<file path="config.mk">
export PLATFORM = sky130hd
export DESIGN_NAME = sync_word_bit_deframer
export DESIGN_NICKNAME = d
export VERILOG_FILES = /design/src/hw/rtl/swbd_pkg.sv /design/src/hw/rtl/sync_word_bit_deframer.sv
export SDC_FILE = /design/constraint.sdc
export NUM_CORES = 1
export LEC_CHECK = 0
export BUFFER_PORTS_ARGS = -buffer_cell sky130_fd_sc_hd__buf_2
export CORE_ASPECT_RATIO = 1.1
export CORE_MARGIN = 3
export CORE_UTILIZATION = 30
export CTS_BUF_LIST = sky130_fd_sc_hd__clkbuf_8
export DETAILED_ROUTE_END_ITERATION = 8
export GPL_TIMING_DRIVEN = 0
export PLACE_DENSITY = 0.57
export SYNTH_ARGS = -nofsm -noshare
export SYNTH_HDL_FRONTEND = slang
export SYNTH_SLANG_ARGS = --single-unit
</file>
<file path="constraint.sdc">
create_clock -name clk -period 2.7 [get_ports clk]
set_input_delay 0.135 -clock clk [delete_from_list [all_inputs] [get_ports clk]]
set_output_delay 0.135 -clock clk [all_outputs]
set_load 0.02 [all_outputs]
</file>
<file path="src/hw/rtl/swbd_pkg.sv">
// swbd_pkg: shared types and constants of the sync word bit deframer
package swbd_pkg;

  // fixed field widths
  localparam int unsigned SWBD_PATTERN_W = 16;
  localparam int unsigned SWBD_TICKS_W   = 7;
  localparam int unsigned SWBD_BYTES_W   = 5;
  localparam int unsigned SWBD_PHASE_W   = 6;
  localparam int unsigned SWBD_BITIDX_W  = 3;
  localparam int unsigned SWBD_BYTEIDX_W = 4;
  localparam int unsigned SWBD_BYTE_W    = 8;
  localparam int unsigned SWBD_CFG_IDX_W = 2;

  // default history width
  localparam int unsigned SWBD_SYNC_BITS = 16;

  // register reset values
  localparam logic [SWBD_PATTERN_W-1:0] SWBD_PATTERN_RST = 16'hFF80;
  localparam logic [SWBD_TICKS_W-1:0]   SWBD_TICKS_RST   = 7'd9;
  localparam logic [SWBD_BYTES_W-1:0]   SWBD_BYTES_RST   = 5'd4;

  // clamp limits
  localparam logic [SWBD_TICKS_W-1:0] SWBD_TICKS_MAX = 7'd64;
  localparam logic [SWBD_BYTES_W-1:0] SWBD_BYTES_MAX = 5'd16;

  // configuration register indexes
  typedef enum logic [SWBD_CFG_IDX_W-1:0] {
    CFG_SYNC_PATTERN    = 2'd0,
    CFG_TICKS_PER_BIT   = 2'd1,
    CFG_BYTES_PER_FRAME = 2'd2
  } swbd_cfg_idx_t;

  // receiver mode, one-hot
  typedef enum logic [2:0] {
    MODE_IDLE = 3'b001,
    MODE_HUNT = 3'b010,
    MODE_DATA = 3'b100
  } swbd_mode_t;

endpackage

</file>
<file path="src/hw/rtl/sync_word_bit_deframer.sv">
// sync_word_bit_deframer: sync word hunt and byte assembly over sampled pin levels
//
//  channel | direction | handshake          | payload
//  in_     | input     | in_valid/in_stall  | in_pin_level
//  out_    | output    | out_valid/out_stall| out_data_byte, out_frame_end
//  cfg_    | input     | cfg_valid/cfg_ready| cfg_index, cfg_data
//
// One item per clock unless stalled: each tick updates the state in one pass and
// any byte lands in the result register on the same edge, visible the next cycle.
// in_stall rises only while the result register holds a byte that out_stall
// blocks; a new byte can replace it in the cycle it is taken.
// Synchronous active-low reset puts the block in idle with an empty result register
// and the registers at their defaults. cfg_ready is always high.
module sync_word_bit_deframer #(
  parameter int unsigned SYNC_BITS = swbd_pkg::SWBD_SYNC_BITS
) (
  input  logic                                  clk,
  input  logic                                  rst_n,
  // tick input
  input  logic                                  in_valid,
  output logic                                  in_stall,
  input  logic                                  in_pin_level,
  // byte output
  output logic                                  out_valid,
  input  logic                                  out_stall,
  output logic [swbd_pkg::SWBD_BYTE_W-1:0]      out_data_byte,
  output logic                                  out_frame_end,
  // configuration writes
  input  logic                                  cfg_valid,
  output logic                                  cfg_ready,
  input  logic [swbd_pkg::SWBD_CFG_IDX_W-1:0]   cfg_index,
  input  logic [swbd_pkg::SWBD_PATTERN_W-1:0]   cfg_data
);
  import swbd_pkg::*;

  // compare width covers both the history and the pattern
  localparam int unsigned CMP_W = (SYNC_BITS > SWBD_PATTERN_W) ? SYNC_BITS : SWBD_PATTERN_W;

  // configuration registers
  logic [SWBD_PATTERN_W-1:0] sync_pattern_r;
  logic [SWBD_TICKS_W-1:0]   ticks_per_bit_r;
  logic [SWBD_BYTES_W-1:0]   bytes_per_frame_r;

  // receiver state
  swbd_mode_t                mode_r, mode_nxt;
  logic [SWBD_PHASE_W-1:0]   tick_phase_r, tick_phase_nxt;
  logic [SYNC_BITS-1:0]      history_r, history_nxt;
  logic [SWBD_BITIDX_W-1:0]  bit_index_r, bit_index_nxt;
  logic [SWBD_BYTEIDX_W-1:0] byte_index_r, byte_index_nxt;

  // result register
  logic                      out_valid_r;
  logic [SWBD_BYTE_W-1:0]    out_byte_r;
  logic                      out_end_r;

  logic                      accept;
  logic                      emit;
  logic [SWBD_BYTE_W-1:0]    emit_byte;
  logic                      emit_last;
  logic [SWBD_TICKS_W-1:0]   period_len;
  logic [SWBD_BYTES_W-1:0]   frame_len;
  logic [SYNC_BITS-1:0]      hist_sampled;
  logic                      period_end;
  logic                      last_byte;
  logic                      sync_hit;

  // handshakes
  assign cfg_ready = 1'b1;
  assign in_stall  = out_valid_r & out_stall;
  assign accept    = in_valid & ~in_stall;

  // configuration writes, unknown indexes dropped
  always_ff @(posedge clk) begin
    if (!rst_n) begin
      sync_pattern_r    <= SWBD_PATTERN_RST;
      ticks_per_bit_r   <= SWBD_TICKS_RST;
      bytes_per_frame_r <= SWBD_BYTES_RST;
    end else if (cfg_valid && cfg_ready) begin
      unique case (cfg_index)
        CFG_SYNC_PATTERN:    sync_pattern_r    <= cfg_data;
        CFG_TICKS_PER_BIT:   ticks_per_bit_r   <= cfg_data[SWBD_TICKS_W-1:0];
        CFG_BYTES_PER_FRAME: bytes_per_frame_r <= cfg_data[SWBD_BYTES_W-1:0];
        default: ;
      endcase
    end
  end

  // clamped period and frame lengths
  always_comb begin
    if (ticks_per_bit_r == '0) begin
      period_len = SWBD_TICKS_W'(1);
    end else if (ticks_per_bit_r > SWBD_TICKS_MAX) begin
      period_len = SWBD_TICKS_MAX;
    end else begin
      period_len = ticks_per_bit_r;
    end
    if (bytes_per_frame_r == '0) begin
      frame_len = SWBD_BYTES_W'(1);
    end else if (bytes_per_frame_r > SWBD_BYTES_MAX) begin
      frame_len = SWBD_BYTES_MAX;
    end else begin
      frame_len = bytes_per_frame_r;
    end
  end

  // sample on the first tick of a bit period
  always_comb begin
    hist_sampled = history_r;
    if (tick_phase_r == '0) begin
      if (mode_r == MODE_HUNT) begin
        hist_sampled = {history_r[SYNC_BITS-2:0], in_pin_level};
      end else begin
        hist_sampled = SYNC_BITS'({history_r[SWBD_BYTE_W-2:0], in_pin_level});
      end
    end
  end

  assign period_end = ({1'b0, tick_phase_r} + SWBD_TICKS_W'(1)) >= period_len;
  assign last_byte  = ({1'b0, byte_index_r} + SWBD_BYTES_W'(1)) >= frame_len;
  assign sync_hit   = CMP_W'(hist_sampled) == CMP_W'(sync_pattern_r);

  // per-tick state update
  always_comb begin
    mode_nxt       = mode_r;
    tick_phase_nxt = tick_phase_r;
    history_nxt    = history_r;
    bit_index_nxt  = bit_index_r;
    byte_index_nxt = byte_index_r;
    emit           = 1'b0;
    emit_byte      = hist_sampled[SWBD_BYTE_W-1:0];
    emit_last      = last_byte;
    unique case (mode_r)
      MODE_HUNT, MODE_DATA: begin
        history_nxt = hist_sampled;
        if (!period_end) begin
          tick_phase_nxt = tick_phase_r + SWBD_PHASE_W'(1);
        end else begin
          tick_phase_nxt = '0;
          if (mode_r == MODE_HUNT) begin
            if (sync_hit) begin
              mode_nxt       = MODE_DATA;
              history_nxt    = '0;
              bit_index_nxt  = '0;
              byte_index_nxt = '0;
            end
          end else if (bit_index_r == SWBD_BITIDX_W'(7)) begin
            emit          = 1'b1;
            bit_index_nxt = '0;
            history_nxt   = '0;
            if (last_byte) begin
              mode_nxt       = MODE_IDLE;
              byte_index_nxt = '0;
            end else begin
              byte_index_nxt = byte_index_r + SWBD_BYTEIDX_W'(1);
            end
          end else begin
            bit_index_nxt = bit_index_r + SWBD_BITIDX_W'(1);
          end
        end
      end
      default: begin
        // idle: a high level starts the hunt, this tick is no sample
        if (in_pin_level) begin
          mode_nxt       = MODE_HUNT;
          tick_phase_nxt = '0;
          history_nxt    = '0;
        end
      end
    endcase
  end

  // state registers
  always_ff @(posedge clk) begin
    if (!rst_n) begin
      mode_r       <= MODE_IDLE;
      tick_phase_r <= '0;
      history_r    <= '0;
      bit_index_r  <= '0;
      byte_index_r <= '0;
    end else if (accept) begin
      mode_r       <= mode_nxt;
      tick_phase_r <= tick_phase_nxt;
      history_r    <= history_nxt;
      bit_index_r  <= bit_index_nxt;
      byte_index_r <= byte_index_nxt;
    end
  end

  // result register valid
  always_ff @(posedge clk) begin
    if (!rst_n) begin
      out_valid_r <= 1'b0;
    end else if (accept && emit) begin
      out_valid_r <= 1'b1;
    end else if (!out_stall) begin
      out_valid_r <= 1'b0;
    end
  end

  // result register payload
  always_ff @(posedge clk) begin
    if (accept && emit) begin
      out_byte_r <= emit_byte;
      out_end_r  <= emit_last;
    end
  end

  assign out_valid     = out_valid_r;
  assign out_data_byte = out_byte_r;
  assign out_frame_end = out_end_r;

endmodule

</file>
# --- Word-level counts from Yosys, hierarchy flattened ---
# Cells that the tools add are included.
classes:
  eq_ne: 12
  bitwise_logic: 3
  magnitude_cmp: 4
  muxes: 35
  add_sub_neg: 5
  n_reduce_logical: 15
ops:
  columns: ["op", "count"]
  rows:
  - ["$mux 16", 8]
  - ["$mux 3", 10]
  - ["$mux 6", 3]
  - ["$eq 16x16->1", 1]
  - ["$mux 4", 4]
  - ["$mux 7", 2]
  - ["$mux 5", 2]
  - ["$ne 3x3->1 const B", 3]
  - ["$reduce_and 2->1", 4]
  - ["$add 6x1->7 const B", 1]
  - ["$ge 7x7->1", 1]
  - ["$gt 7x7->1 const B", 1]
  - ["$logic_not 7->1", 1]
  - ["$add 6x1->6 const B", 1]
  - ["$eq 3x3->1 const B", 2]
  - ["$logic_not 6->1", 1]
  - ["$mux 1", 6]
  - ["$reduce_and 6->1", 1]
  - ["$add 4x1->5 const B", 1]
  - ["$ge 5x5->1", 1]
  - ["$gt 5x5->1 const B", 1]
  - ["$logic_not 5->1", 1]
  - ["$reduce_and 5->1", 1]
  - ["$add 4x1->4 const B", 1]
  - ["13 further kinds", 16]
totals:
  regBits: 70
  out_inout_bits: 12
  input_bits: 24
  elab_cells: 85

# --- Longest topological paths before layout ---
depth:
  ltp_word: 9
  depth_mapped: 13
  mapped_depth_nobuf: 13

# --- Least setup slack after synthesis ---
# Ideal clock, no wire load.
synth_timing:
  path_type: "register to register"
  startpoint: "reg tick_phase_r[0]"
  endpoint: "reg out_byte_r[0], in the netlist out_data_byte[0] (enable)"
  required_time_ns: 2.324
  period_less_slack_ns: 2.979
  arrival_ns: 2.603
  path_slack_ns: -0.279
  n_path_buf: 0
  setup_ns: 0.376
  path_stages_with_launch: 10
  path_cell_list: "dfxtp_1 ha_1 nor2b_1 or2_2 ha_1 a21oi_1 o21a_1 o21a_1 or3b_2 nor2_1"
synth_via:
  elab_chain_cells: 5
synth_rtl:
  columns: ["item", "line", "rtl"]
  rows:
  - ["start, declared", "sync_word_bit_deframer.sv:46", "logic [SWBD_PHASE_W-1:0] tick_phase_r, tick_phase_nxt;"]
  - ["start signal, assigned", "sync_word_bit_deframer.sv:182", "tick_phase_r <= tick_phase_nxt;"]
  - ["$add 6x1->7", "sync_word_bit_deframer.sv:118", "assign period_end = ({1'b0, tick_phase_r} + SWBD_TICKS_W'(1)) >= period_len;"]
  - ["$ge 7x7->1", "sync_word_bit_deframer.sv:118", null]
  - ["$mux 1", "sync_word_bit_deframer.sv:135", "if (!period_end) begin"]
  - ["$mux 1", "sync_word_bit_deframer.sv:132", "unique case (mode_r)"]
  - ["$logic_and 1x1->1", "sync_word_bit_deframer.sv:202", "if (accept && emit) begin"]
  - ["end signal, assigned", "sync_word_bit_deframer.sv:203", "out_byte_r <= emit_byte;"]
  - ["end, declared", "sync_word_bit_deframer.sv:53", "logic [SWBD_BYTE_W-1:0] out_byte_r;"]
# Every way passes these cells.
# A chain may end at the register's enable or synchronous reset.

# --- Worst setup path after layout ---
layout_timing:
  startpoint: "reg tick_phase_r[0]"
  endpoint: "reg history_r[15]"
layout_via:
  elab_chain_cells: 7
  elab_cells_between_ends: 10
  cone_classes: "add/sub: 1; order compare: 1; eq/ne: 1; mux: 6; reduce/logical: 1"
layout_rtl:
  columns: ["item", "line", "rtl"]
  rows:
  - ["parallel branches: the longest is 5 deep, another holds $add 6x1->7", null, null]
  - ["$mux 16 (*)", "sync_word_bit_deframer.sv:135", null]
  - ["$mux 16 (*)", "sync_word_bit_deframer.sv:132", null]
  - ["end signal, assigned", "sync_word_bit_deframer.sv:183", "history_r <= history_nxt;"]
  - ["end, declared", "sync_word_bit_deframer.sv:47", "logic [SYNC_BITS-1:0] history_r, history_nxt;"]
# Mark *: on every way between the ends.

==> impl_results.md <==
- Worst endpoint required time: 2930 ps
- Number of warning messages in the yosys log: 0
- Hold Crit Start: cfg_data[14]
- Dominant register cell in the synthesized netlist: sky130_fd_sc_hd__dfxtp_1
- Min setup slack post-route: -269 ps
- Flops & latches, synth: 70
- Average size of a mapped cell: 8.51 sq um
- Crit path cell chain: inv_4 > ha_4 > or4b_4 > nand2b_4 > o211a_1 > a2111o_1 > nor4_4 > nand2_2 > o2111a_2 > o2bb2ai_1
- Placer congestion estimate: 0.808
- Worst Tran Pin Value: around 850 ps
- Count of distinct cell types in the synthesized netlist: 58
- Clock root buffer: sky130_fd_sc_hd__clkbuf_8
- Switching power as a share of total power: a little under a quarter
- Post-route clock period utilization: 110%
- Buf+Inv Stages, Crit Path: 1
- Maximum root-to-sink buffer count: 2
- Clock Pin Slew Worst Setup and Hold Paths: around 70 ps
- Simple-gate share of the synthesized area: a little over a fifth
- Largest net degree at the start of global routing: 12
- Setup violations, final: 33
- Worst Path Arrival: about 3200 ps
- Via count: 3238
- Maximum clock rate: around 340 MHz
- Antenna Nets Post-Route: 0
- Post-synth EDFFs: 9
- Number of filler cells placed in the layout: ~1200
- End-of-flow core utilization: approximately two fifths
- Sum of routed wire length over all layers: roughly 9200 um
- Seq/Total Area, Yosys: 40.8%
- Synthesis-to-layout area growth: 25.4%
- Die area: between 10000 and 15000 sq um
- Antenna diode count: 0
- Run status: complete, but fails checks
- Unrepaired setup endpoints after global routing: true
- Largest family of logic cells by synthesized area: simple AND/OR/NAND/NOR gates
- DRC violations left: 0
- Logic pwr share: ~7.8%
- Number of buffers added on ports: 33
- Type of element launching the critical path: flop
- Internal Dissipation: 1.68 mW
- CTS sink count: 70
- Net count of the finished layout: around 530
- Clock network latency to the later pin of the worst-skew pair: between 300 and 400 ps
- Number of global-route vias before repair: between 3000 and 4000
- Final Hold Fails: 0
- Number of buffers created by CTS: 9
- Nature of the critical path endpoint: flop
- Share of the synthesized area in compound gates (AO/OA/AOI/OAI): 18.7%
- Area of the mapped netlist: approximately 3700 sq um
- Origin of the worst setup path: tick_phase_r[0]$_SDFFE_PN0P_
- Minimum setup slack after placement: -334 ps
- Leakage: 1.89 nW
- Final Max Tran Viols: 0
- Adder-Cell Fraction of Synth Area: 5.82%
- Maximum capacitance violations: 0
- Highest ir drop seen on vdd: 197 uV
- Origin of the critical flop-to-flop path: tick_phase_r[0]$_SDFFE_PN0P_
- Aggregate global routing overflow: 0
- Final Skew: 9.87 ps
- Class of the tightest hold or removal check: primary input to flop
- Xor and xnor area share after synthesis: roughly 4.3%
- Gate family responsible for the most delay along the worst path: compound AO/OA/AOI/OAI gates
- Mapped Nets: around 470
- Area of the core: 11700 sq um
- Number of H-tree branching levels: 3
- Cell count after synthesis: 430
- Ratio of cells with drive above 1 in the final layout: between 20 and 25%
- Share of power burned in the clock network: between 40 and 50%
- Detailed-route vias per instance: 5.02
- IO Count: 36
- Y dimension of the die: 122 um
- Sequential cell fraction of total power: between 40% and 50%
- HPWL after detailed placement: 6840 um
- Die boundary width: around 110 um
- Relative slew slack: approximately 43%
- TritonCTS clock tree: built
- Starting Density: between 30% and 40%
- Standard-cell rows: 41
- First-pass detailed-route iteration total: 5
- First-iteration detailed-routing DRC count: 149
- First-pass GRT wire length: approximately 15000 um
- Switching component of the power: 0.518 mW
- Worst Path Max Fanout: 8
- Power density normalized to cell area: between 400 and 500 nW/um^2
- Initial antenna violation count: 0
- Share of flip-flops with an asynchronous set or reset after synthesis: 0%
- Largest stage delay on the critical path: 480 ps
- Multiplexer share of the synthesized area: around 3.6%
- All-Layer GR Usage: a little over an eighth
- Total power: roughly 2.2 mW
- Crit Path Category: flop to flop
- Library cell contributing the largest single delay on the critical path: sky130_fd_sc_hd__or4b_4
- Violations in the final reports: setup timing
- Post-layout min period: ~3000 ps
- Wirelength per Cell: around 14 um
==> cells in the mapped netlist (2+ instances only) <==
cell,instances,share of area (%)
sky130_fd_sc_hd__nor3_1,10,1.4
sky130_fd_sc_hd__and3_1,3,0.51
sky130_fd_sc_hd__o21ai_0,14,1.9
sky130_fd_sc_hd__o211a_1,2,0.55
sky130_fd_sc_hd__o21a_1,4,0.82
sky130_fd_sc_hd__o211ai_1,2,0.41
sky130_fd_sc_hd__xor2_1,8,1.9
sky130_fd_sc_hd__mux2i_1,13,3.6
sky130_fd_sc_hd__nand3b_1,2,0.41
sky130_fd_sc_hd__o2bb2ai_1,9,2.2
sky130_fd_sc_hd__clkbuf_1,13,1.3
sky130_fd_sc_hd__xnor2_1,10,2.4
sky130_fd_sc_hd__nand2b_1,6,1.0
sky130_fd_sc_hd__or2_2,3,0.51
sky130_fd_sc_hd__a22oi_1,3,0.62
sky130_fd_sc_hd__a22o_1,8,1.9
sky130_fd_sc_hd__nand3_1,15,2.1
sky130_fd_sc_hd__o32ai_1,4,0.96
sky130_fd_sc_hd__nand2_1,72,7.4
sky130_fd_sc_hd__o22ai_1,9,1.5
sky130_fd_sc_hd__edfxtp_1,9,7.4
sky130_fd_sc_hd__inv_1,31,3.2
sky130_fd_sc_hd__nor2_1,33,3.4
sky130_fd_sc_hd__or3b_2,4,0.96
sky130_fd_sc_hd__a21oi_1,23,3.1
sky130_fd_sc_hd__ha_1,17,5.8
sky130_fd_sc_hd__nor4bb_1,2,0.55
sky130_fd_sc_hd__dfxtp_1,61,33
sky130_fd_sc_hd__a31oi_1,4,0.68
sky130_fd_sc_hd__a21o_1,4,0.82
sky130_fd_sc_hd__nor4_1,3,0.51
sky130_fd_sc_hd__a311oi_1,2,0.48
sky130_fd_sc_hd__nor3b_1,2,0.41
==> flip-flops by register name (all words and copies together) (netlist names) <==
register           count
bit_index_r            3
byte_index_r           4
bytes_per_frame_r      5
history_r             16
mode_r                 3
out_data_byte          8
out_frame_end          1
out_valid              1
sync_pattern_r        16
tick_phase_r           6
ticks_per_bit_r        7
==> power by group through the flow <==
stage / combinational [mW] / sequential (mW) / clock [mW]
after floorplan: 0.104 / 1.11 / 0
after global placement: 0.151 / 1.12 / 0
after detailed placement: 0.153 / 1.12 / 0
after CTS: 0.164 / 1.09 / 0.945
after global routing: 0.193 / 1.09 / 0.993
final: 0.172 / 1.09 / 0.931
==> logic make-up (layout without fill, tap and decap cells) <==
| logic type | Yosys count | in the layout |
|---|---|---|
| AOI/OAI and AO/OA | 98 | 98 |
| xor gates and xnor gates | 18 | 18 |
| adders and majority gates | 17 | 17 |
| buffers and inverters | 48 | 113 |
| DFF | 70 | 70 |
| muxes | 13 | 13 |
| other | 1 | 1 |
| and+or+nand+nor | 165 | 165 |
==> per-stage QoR <==
step / cell area, sq um / std cells / setup TNS, ps / hold WS (ps)
6_report: 4590 / 645 / -5740 / 5.44
5_1_grt: 4590 / 645 / -10260 / 16.1
4_1_cts: 4400 / 640 / -4910 / 3.41
3_5_place_dp: 4030 / 613 / -7490 / 354
3_3_place_gp: 4030 / 613 / -7030 / 346
2_1_floorplan: 3670 / 430 / 0 / 259
==> final timing paths <==
check             slack (ps)  cells past startpoint                         endpoint
setup reg to reg        -270                     10       history_r[15]$_SDFFE_PN0P_
setup / recovery        -270                     10       history_r[15]$_SDFFE_PN0P_
hold / removal             5                      3  sync_pattern_r[14]$_SDFFE_PN1P_
hold reg to reg          480                      2       history_r[15]$_SDFFE_PN0P_
==> worst reg2reg max path, delay by kind of cell, from the launching register on <==
kind,cells,cell delay (ps)
and+or+nand+nor,4,1120
AOI/OAI and AO/OA,4,1200
buffers and inverters,1,60
DFF,1,370
adders and majority gates,1,110
==> cell type report <==
type	count	area [sq um]	share of cell area, %
multi-input cells	312	2170	47.4
flip-flops and latches	70	1500	32.6
repair buffers	50	319	6.96
well taps	150	188	4.09
clock buffers	10	138	3.00
inverters	32	123	2.67
clock inverters	6	77.6	1.69
plain buffers	15	72.6	1.58
==> routing by layer <==
layer | share of wire (%) | routed length (um) | global-route usage [%] | up-vias
met4 | 2.8 | 256 | 6.01 | 0
met5 | 0 | 0 | 0 | -
met3 | 4.6 | 426 | 3.23 | 22
li1 | - | - | - | 1638
met2 | 46 | 4200 | 21.7 | 69
met1 | 47 | 4280 | 17.2 | 1509
==> timing repair <==
action                     in CTS  in global routing
buffers inserted                7                  6
gates resized for setup        17                 33
gates cloned                    0                  0
setup endpoints to repair      37                 40
hold endpoints to repair        4                  0
hold buffers                    4                  0
pin swaps                       7                 14
==> cells in the final DEF (no fill, tap or decap), drive strengths merged, types with 10 or more instances in the layout <==
cell type / n
xnor2: 10
a21oi: 23
inv: 33
ha: 17
nor2: 33
dfxtp: 61
clkbuf: 24
nor3: 10
nand2: 72
mux2i: 13
nand3: 15
buf: 47
o21ai: 14
Power figures use the tool's default switching activity.
